==> src/rtl/lwta_pkg.sv <==
// lwta_pkg: shared types and constants of the leaky winner-take-all selector
// holds the request struct of the shared multiply-accumulate unit and the register map
// no dependencies
`default_nettype none

package lwta_pkg;

	// register map of the configuration channel
	localparam int unsigned CFG_IDX_W = 4;

	localparam logic [CFG_IDX_W-1:0] REG_REST       = 4'd0;
	localparam logic [CFG_IDX_W-1:0] REG_LEAK       = 4'd1;
	localparam logic [CFG_IDX_W-1:0] REG_DRIVE_GAIN = 4'd2;
	localparam logic [CFG_IDX_W-1:0] REG_COMP_GAIN  = 4'd3;
	localparam logic [CFG_IDX_W-1:0] REG_LOWER      = 4'd4;
	localparam logic [CFG_IDX_W-1:0] REG_UPPER      = 4'd5;
	localparam logic [CFG_IDX_W-1:0] REG_HOLD       = 4'd6;
	localparam logic [CFG_IDX_W-1:0] REG_DELAY      = 4'd7;

	// register reset values
	localparam logic [63:0] RST_REST       = 64'h0000_0000_0000_0000;
	localparam logic [63:0] RST_LEAK       = 64'h0000_0000_0000_0000;
	localparam logic [63:0] RST_DRIVE_GAIN = 64'h1010_1010_1010_1010;
	localparam logic [63:0] RST_COMP_GAIN  = 64'h0000_0000_0000_0000;
	localparam logic [63:0] RST_LOWER      = 64'h8080_8080_8080_8080;
	localparam logic [63:0] RST_UPPER      = 64'h7F7F_7F7F_7F7F_7F7F;
	localparam logic [63:0] RST_HOLD       = 64'h0000_0000_0000_0000;
	localparam logic [7:0]  RST_DELAY      = 8'h00;

	// plain product add, or leak toward a rest level
	typedef enum logic {
		MAC_PROD,
		MAC_LEAK
	} mac_op_t;

	// product mode: acc + lvl * coef
	// leak mode:    acc + floor(((lvl << 4) - acc) * coef / 256)
	typedef struct packed {
		mac_op_t    op;
		logic [7:0] lvl;
		logic [8:0] coef;
	} mac_req_t;

endpackage

`default_nettype wire

==> src/rtl/lwta_mac.sv <==
// lwta_mac: shared multiply-accumulate unit with saturation to the activation width
// depends on lwta_pkg (mac_req_t, mac_op_t)
`default_nettype none

module lwta_mac #(
	parameter int unsigned ACT_WIDTH = 16
) (
	input  lwta_pkg::mac_req_t           req,
	input  logic signed [ACT_WIDTH-1:0]  acc,
	output logic signed [ACT_WIDTH-1:0]  res
);
	import lwta_pkg::*;

	localparam int unsigned DW = ACT_WIDTH + 1;
	localparam int unsigned PW = DW + 9;
	localparam int unsigned SW = PW + 1;

	localparam logic signed [SW-1:0] SAT_MAX = SW'((64'sd1 <<< (ACT_WIDTH - 1)) - 64'sd1);
	localparam logic signed [SW-1:0] SAT_MIN = -SAT_MAX - SW'(1);

	logic signed [DW-1:0] diff;
	logic signed [DW-1:0] mul_a;
	logic signed [8:0]    mul_b;
	logic signed [PW-1:0] prod;
	logic signed [PW-1:0] term;
	logic signed [SW-1:0] sum;

	always_comb begin
		// rest level in q12.4 minus the current activation
		diff  = DW'($signed({req.lvl, 4'b0000})) - DW'(acc);
		mul_a = (req.op == MAC_LEAK) ? diff : DW'($signed(req.lvl));
		mul_b = $signed(req.coef);
		prod  = PW'(mul_a) * PW'(mul_b);
		// arithmetic shift rounds toward minus infinity
		term  = (req.op == MAC_LEAK) ? (prod >>> 8) : prod;
		sum   = SW'(term) + SW'(acc);
		if (sum > SAT_MAX) begin
			res = ACT_WIDTH'(SAT_MAX);
		end else if (sum < SAT_MIN) begin
			res = ACT_WIDTH'(SAT_MIN);
		end else begin
			res = sum[ACT_WIDTH-1:0];
		end
	end

endmodule

`default_nettype wire

==> src/rtl/leaky_winner_take_all_selector.sv <==
// leaky_winner_take_all_selector: top level, config registers, sequencer and output register
// depends on lwta_pkg and lwta_mac
//
//  channel  dir  handshake          payload
//  s_*      in   s_tvalid/s_tready  tdata: drive_levels, completion_levels
//  m_*      out  m_tvalid/m_tready  tdata: trigger_mask, activations; tuser: winner, changed
//  cfg_*    in   cfg_valid/ready    cfg_index (register number), cfg_data
//
//  a tick runs as an accept step, an expiry step, three passes per action through the
//  single multiply-accumulate unit (drive, completion, leak), one argmax-and-clip pass
//  per action and a decide step
//  s_tready is high only while the sequencer is idle
//  the decide cycle waits while the output register still holds an untaken beat
//  reset clears activations, winner, trigger mask and countdown; no clearing pass
//  cfg_ready is always high; the user writes registers while no tick is in flight, unguarded
`default_nettype none

module leaky_winner_take_all_selector #(
	parameter int unsigned NUM_ACTIONS = 8,
	parameter int unsigned ACT_WIDTH   = 16
) (
	input  logic                              clk,
	input  logic                              arst_n,
	// input beat
	input  logic                              s_tvalid,
	output logic                              s_tready,
	input  logic [127:0]                      s_tdata,   // drive_levels, completion_levels
	// result beat
	output logic                              m_tvalid,
	input  logic                              m_tready,
	output logic [135:0]                      m_tdata,   // trigger_mask, act_low, act_high
	output logic [3:0]                        m_tuser,   // winner, winner_changed
	// configuration writes
	input  logic                              cfg_valid,
	output logic                              cfg_ready,
	input  logic [lwta_pkg::CFG_IDX_W-1:0]    cfg_index,
	input  logic [63:0]                       cfg_data
);
	import lwta_pkg::*;

	localparam int unsigned IW = $clog2(NUM_ACTIONS);
	localparam logic [IW-1:0] LAST_IDX = IW'(NUM_ACTIONS - 1);

	typedef enum logic [2:0] {
		ST_IDLE,
		ST_EXPIRE,
		ST_DRIVE,
		ST_COMP,
		ST_LEAK,
		ST_SCAN,
		ST_DECIDE
	} state_t;

	// lane i of a packed byte register
	function automatic logic [7:0] lane8(input logic [63:0] w, input logic [2:0] i);
		return w[{i, 3'b000} +: 8];
	endfunction

	state_t state_q;
	logic [IW-1:0] idx_q;

	// configuration
	logic [63:0] rest_q, leak_q, dgain_q, cgain_q, lower_q, upper_q, hold_q;

	// tick state
	logic signed [ACT_WIDTH-1:0] act_q [NUM_ACTIONS];
	logic                        wvalid_q;
	logic [IW-1:0]               win_q;
	logic [7:0]                  cnt_q;
	logic [7:0]                  trig_q;

	// argmax scan
	logic [IW-1:0]               best_q;
	logic signed [ACT_WIDTH-1:0] best_val_q;

	// latched input beat
	logic [63:0] drive_q, comp_q;

	// output register
	logic         m_tvalid_q;
	logic [135:0] m_tdata_q;
	logic [3:0]   m_tuser_q;

	// datapath
	logic [IW-1:0]               sel;
	logic [2:0]                  sel3;
	logic signed [ACT_WIDTH-1:0] acc;
	mac_req_t                    req;
	logic signed [ACT_WIDTH-1:0] mac_res;
	logic signed [ACT_WIDTH-1:0] lo_v, hi_v, clip_lo, clip_v;
	logic                        take_best;
	logic                        out_free;
	logic                        load_out;
	logic                        changed;
	logic [7:0]                  onehot;
	logic [7:0]                  trig_new;
	logic [15:0]                 lane_out [8];

	// the expiry step works on the held winner, every other step on the running index
	always_comb begin
		sel  = (state_q == ST_EXPIRE) ? win_q : idx_q;
		sel3 = 3'(sel);
		acc  = act_q[sel];
	end

	always_comb begin
		case (state_q)
			ST_EXPIRE: req = '{op: MAC_PROD, lvl: lane8(cgain_q, sel3), coef: 9'sd16};
			ST_DRIVE:  req = '{op: MAC_PROD, lvl: lane8(drive_q, sel3),
					coef: 9'($signed(lane8(dgain_q, sel3)))};
			ST_COMP:   req = '{op: MAC_PROD, lvl: lane8(comp_q, sel3),
					coef: 9'($signed(lane8(cgain_q, sel3)))};
			ST_LEAK:   req = '{op: MAC_LEAK, lvl: lane8(rest_q, sel3),
					coef: {1'b0, lane8(leak_q, sel3)}};
			default:   req = '{op: MAC_PROD, lvl: 8'h00, coef: 9'h000};
		endcase
	end

	lwta_mac #(
		.ACT_WIDTH(ACT_WIDTH)
	) u_mac (
		.req(req),
		.acc(acc),
		.res(mac_res)
	);

	// clip: lower limit first, upper limit wins when the two cross
	always_comb begin
		lo_v      = ACT_WIDTH'($signed({lane8(lower_q, sel3), 4'b0000}));
		hi_v      = ACT_WIDTH'($signed({lane8(upper_q, sel3), 4'b0000}));
		clip_lo   = (acc < lo_v) ? lo_v : acc;
		clip_v    = (clip_lo > hi_v) ? hi_v : clip_lo;
		// argmax looks at the unclipped value, lowest index on ties
		take_best = (idx_q == '0) || (acc > best_val_q);
	end

	// winner decision and output load
	always_comb begin
		out_free = !m_tvalid_q || m_tready;
		load_out = (state_q == ST_DECIDE) && out_free;
		changed  = !wvalid_q || (win_q != best_q);
		onehot   = 8'd1 << 3'(best_q);
		trig_new = changed ? onehot : trig_q;
	end

	// output lanes, actions beyond NUM_ACTIONS read zero
	for (genvar j = 0; j < 8; j++) begin : g_lane
		if (j < NUM_ACTIONS) begin : g_used
			assign lane_out[j] = 16'($signed(act_q[j]));
		end else begin : g_unused
			assign lane_out[j] = 16'h0000;
		end
	end

	// sequencer, configuration and tick state
	always_ff @(posedge clk or negedge arst_n) begin
		if (!arst_n) begin
			state_q    <= ST_IDLE;
			idx_q      <= '0;
			rest_q     <= RST_REST;
			leak_q     <= RST_LEAK;
			dgain_q    <= RST_DRIVE_GAIN;
			cgain_q    <= RST_COMP_GAIN;
			lower_q    <= RST_LOWER;
			upper_q    <= RST_UPPER;
			hold_q     <= RST_HOLD;
			for (int k = 0; k < NUM_ACTIONS; k++) begin
				act_q[k] <= '0;
			end
			wvalid_q   <= 1'b0;
			win_q      <= '0;
			cnt_q      <= RST_DELAY;
			trig_q     <= 8'h00;
			best_q     <= '0;
			best_val_q <= '0;
			m_tvalid_q <= 1'b0;
		end else begin
			if (m_tvalid_q && m_tready) begin
				m_tvalid_q <= 1'b0;
			end

			case (state_q)
				ST_IDLE: begin
					idx_q <= '0;
					if (s_tvalid) begin
						state_q <= ST_EXPIRE;
					end
				end
				ST_EXPIRE: begin
					// countdown parks at zero; expiry hands the winner its completion bias
					// the dropped winner still counts as the previous one for the change test,
					// and every tick ends with a valid winner again
					if (cnt_q != 8'd0) begin
						cnt_q <= cnt_q - 8'd1;
						if (cnt_q == 8'd1 && wvalid_q) begin
							act_q[sel] <= mac_res;
						end
					end
					state_q <= ST_DRIVE;
				end
				ST_DRIVE: begin
					act_q[sel] <= mac_res;
					state_q    <= ST_COMP;
				end
				ST_COMP: begin
					act_q[sel] <= mac_res;
					state_q    <= ST_LEAK;
				end
				ST_LEAK: begin
					act_q[sel] <= mac_res;
					if (idx_q == LAST_IDX) begin
						idx_q   <= '0;
						state_q <= ST_SCAN;
					end else begin
						idx_q   <= idx_q + IW'(1);
						state_q <= ST_DRIVE;
					end
				end
				ST_SCAN: begin
					act_q[sel] <= clip_v;
					if (take_best) begin
						best_q     <= idx_q;
						best_val_q <= acc;
					end
					if (idx_q == LAST_IDX) begin
						idx_q   <= '0;
						state_q <= ST_DECIDE;
					end else begin
						idx_q <= idx_q + IW'(1);
					end
				end
				ST_DECIDE: begin
					if (out_free) begin
						wvalid_q <= 1'b1;
						win_q    <= best_q;
						if (changed) begin
							trig_q <= onehot;
							cnt_q  <= lane8(hold_q, 3'(best_q));
						end
						m_tvalid_q <= 1'b1;
						state_q    <= ST_IDLE;
					end
				end
				default: begin
					state_q <= ST_IDLE;
				end
			endcase

			if (cfg_valid) begin
				case (cfg_index)
					REG_REST:       rest_q  <= cfg_data;
					REG_LEAK:       leak_q  <= cfg_data;
					REG_DRIVE_GAIN: dgain_q <= cfg_data;
					REG_COMP_GAIN:  cgain_q <= cfg_data;
					REG_LOWER:      lower_q <= cfg_data;
					REG_UPPER:      upper_q <= cfg_data;
					REG_HOLD:       hold_q  <= cfg_data;
					REG_DELAY:      cnt_q   <= cfg_data[7:0];
					default: ;
				endcase
			end
		end
	end

	// payload registers, no reset
	always_ff @(posedge clk) begin
		if (s_tvalid && s_tready) begin
			drive_q <= s_tdata[63:0];
			comp_q  <= s_tdata[127:64];
		end
		if (load_out) begin
			m_tdata_q <= {lane_out[7], lane_out[6], lane_out[5], lane_out[4],
				lane_out[3], lane_out[2], lane_out[1], lane_out[0], trig_new};
			m_tuser_q <= {changed, 3'(best_q)};
		end
	end

	assign s_tready  = (state_q == ST_IDLE);
	assign cfg_ready = 1'b1;
	assign m_tvalid  = m_tvalid_q;
	assign m_tdata   = m_tdata_q;
	assign m_tuser   = m_tuser_q;

endmodule

`default_nettype wire

==> config.mk <==
export PLATFORM = sky130hd
export DESIGN_NAME = leaky_winner_take_all_selector
export DESIGN_NICKNAME = d
export VERILOG_FILES = /design/src/rtl/lwta_pkg.sv /design/src/rtl/lwta_mac.sv /design/src/rtl/leaky_winner_take_all_selector.sv
export SDC_FILE = /design/constraint.sdc
export NUM_CORES = 2
export LEC_CHECK = 0
export BUFFER_PORTS_ARGS = -buffer_cell sky130_fd_sc_hd__buf_4
export CORE_MARGIN = 2
export CORE_UTILIZATION = 30
export DETAILED_ROUTE_END_ITERATION = 6
export SYNTH_ARGS = -nofsm -noshare
export SYNTH_HDL_FRONTEND = slang
export SYNTH_SLANG_ARGS = --single-unit
export TNS_END_PERCENT = 50
==> constraint.sdc <==
create_clock -name clk -period 16 [get_ports clk]
set_clock_uncertainty 0.2 [all_clocks]
set_input_delay 2.4 -clock clk [delete_from_list [all_inputs] [get_ports clk]]
set_output_delay 2.4 -clock clk [all_outputs]
set_load 0.05 [all_outputs]
==> impl_metrics.toml <==
[status]
status = "finished, final reports clean"

[floorplanning]
rows = 147
die_y_um = 405.5
die-width_um = 405.5
start_util = 0.3015
core_um2 = 160400
boundaryPins = 344
dieArea_um2 = 164400

[global_route]
grt_pass1_wl_um = 252600
grt_overflow_total = 0
grt_max_degree = 100
track_usage = 0.2072
met2_usage = 0.3229
antenna_found_initial = 11
grt_pass1_vias = 36400
use_met1 = 0.2865
use_met3 = 0.04218
grt_busiest_layer = "met2"

[setup_path]
crit_path_frequent_cell = "nor2_1"
cp_slowest_cell = "nor2b_1"
r2r-end = "act_q[35]"
crit_type = "reg2reg"
regToRegSetupSlack_ns = 1.34
crit_fanout = 56
cp.arrival_ns = 15.01
cp.buffers_inverters = 3
critical_path.top_delay_family = "compound AO/OA/AOI/OAI gates"
startpoint_type = "flip-flop"
rr_worst_depth = 45
endpoint_kind = "flip-flop"
cpPeakStageDelay_ns = 0.88
reg2reg_from = "state_q[0]"
crit_required_ns = 16.35

[timing]
worst_slew_pin_slew_ns = 1.475
relSlewSlack = 0.01676
rsz0062_at_grt = "false"
period_share = 0.9163
finalCriticalPeriod_ns = 14.66
setup_tns_ns = 0
finalHoldViolations = 0
slew_viol_final = 0
clock.fmax_mhz = 68.21
setup_violations = 0

[synthesis]
syn_area_per_cell_um2 = 11.30
synth_edf_count = 268
synth_area_leader_cell = "dfrtp_1"
syn-num-nets = 4746
synth_area_leaders = "dfrtp_1 (28%), edfxtp_1 (17%), mux2_2 (11%), fa_1 (5.3%), dfstp_2 (3.9%)"
syn_area_um2 = 48350
synthCells = 4278
yosysWarnings = 0
ys.flop_type = "dfrtp_1"
synth_most_common_cell = "dfrtp_1"
synthTopCellsByCount = "dfrtp_1 (550), mux2_2 (484), nand2_1 (480), edfxtp_1 (268), nor2_1 (222)"
synth.top_cell.area_share = 0.2846
ys_seq_elements = 890
synth-async-reset-ratio = 0.6989
seq_area_frac_synth = 0.4902
synth_cell_types = 95

[drt]
viasPerCell = 5.420
dr.first_iter.drc_count = 3848
wl_per_cell_um = 25.24
drc = 0
routed_wl_um = 172800
first_pass_iters = 6
postRouteAntennaNets = 0
vias = 37110

[finish]
multi_input_area_um2 = 23100
syn2layout_area_growth_pct = 18.21
seqCellArea_um2 = 23710
finalNetCount = 5064
utilization = 0.3564
layout-drive-gt1-share = 0.2675
n_fill_cell = 15900
largest_reg_flops = 136

[cts]
numCtsBuffers = 101
cts_resized = 0
cts_tree = "done"
cts_root_buffer = "clkbuf_16"
post_cts_buffers = 0
clk_latency_ns = 0.79
holdBufCountCts = 0
clk_transition_reported_paths_ns = 0.06
clk_path_buf_depth = 3
htree_levels = 3
clock_sinks = 890

[placed_design]
gp_congestion = 0.9719
place_hpwl_um = 123500
port_buffers = 342

[min_path]
whs_path_depth = 2
min_from = "trig_q[4]"
hold_path_end = "trig_q[4]"
worstHoldPathType = "reg2reg"

[job]
max-cap-violations = 0
==> area by class of cell <==
type,instances,share of cell area
Clock buffer,140,0.04908
Timing Repair Buffer,458,0.06138
Antenna cell,3,0.0001313
Multi-Input combinational cell,2964,0.4041
Tap cell,2160,0.04728
Sequential cell,890,0.4148
Inverter,181,0.01197
Clock inverter,51,0.01125
==> cell usage in the layout, fill, tap and decap left out, types with 113 or more instances in the layout <==
cell and instances:
a21oi_1 200, buf_4 452, dfrtp_1 546, edfxtp_1 268, fa_1 127, ha_1 140
inv_1 180, mux2_2 483, mux2i_1 113, nand2_1 475, nor2_1 214, o21ai_0 206
==> stage by stage <==
stage	setup WS [ns]	instances	instance area [um^2]	hold slack, ns
after floorplan	4.257	4278	48350	0.2231
after global placement	1.936	6653	53700	0.2608
after detailed placement	1.794	6653	53700	0.2632
after CTS	1.681	6844	57150	0.2771
after global routing	0.7329	6844	57150	0.2990
final	1.339	6847	57160	0.2717
==> worst max-delay path by stage <==
stage               startpoint  slack, ns  depth (start not counted)          to
floorplan           state_q[2]       4.26                         51  act_q[101]
global placement    state_q[0]       1.94                         44   act_q[67]
detailed placement  state_q[0]       1.79                         45   act_q[19]
CTS                 state_q[0]       1.68                         45   act_q[35]
global route        state_q[2]       0.73                         46   act_q[24]
finish              state_q[0]       1.34                         45   act_q[35]
==> tightest hold or removal path: stages, from the launching register on <==
cell and delay (ns):
dfrtp_1 0.34, nand2_1 0.05, nand2_1 0.05
==> cells by family after synthesis <==
family	share of synthesized area
AOI/OAI and AO/OA	0.1313
and+or+nand+nor	0.09818
adders and majority gates	0.08881
other	0.00007756
muxes	0.1470
xor gates and xnor gates	0.009238
DFF	0.4902
buffers and inverters	0.03517
==> routing by layer <==
layer	vias to the layer above	part of all wire	wire length (um)
li1	16250	-	-
met1	18710	0.43	74190
met2	1779	0.45	77540
met3	364	0.084	14540
met4	8	0.038	6503
met5	-	0.00032	55
Power is not shown: default switching activity piles up to over one toggle a cycle in this logic, so the estimate is an artifact.
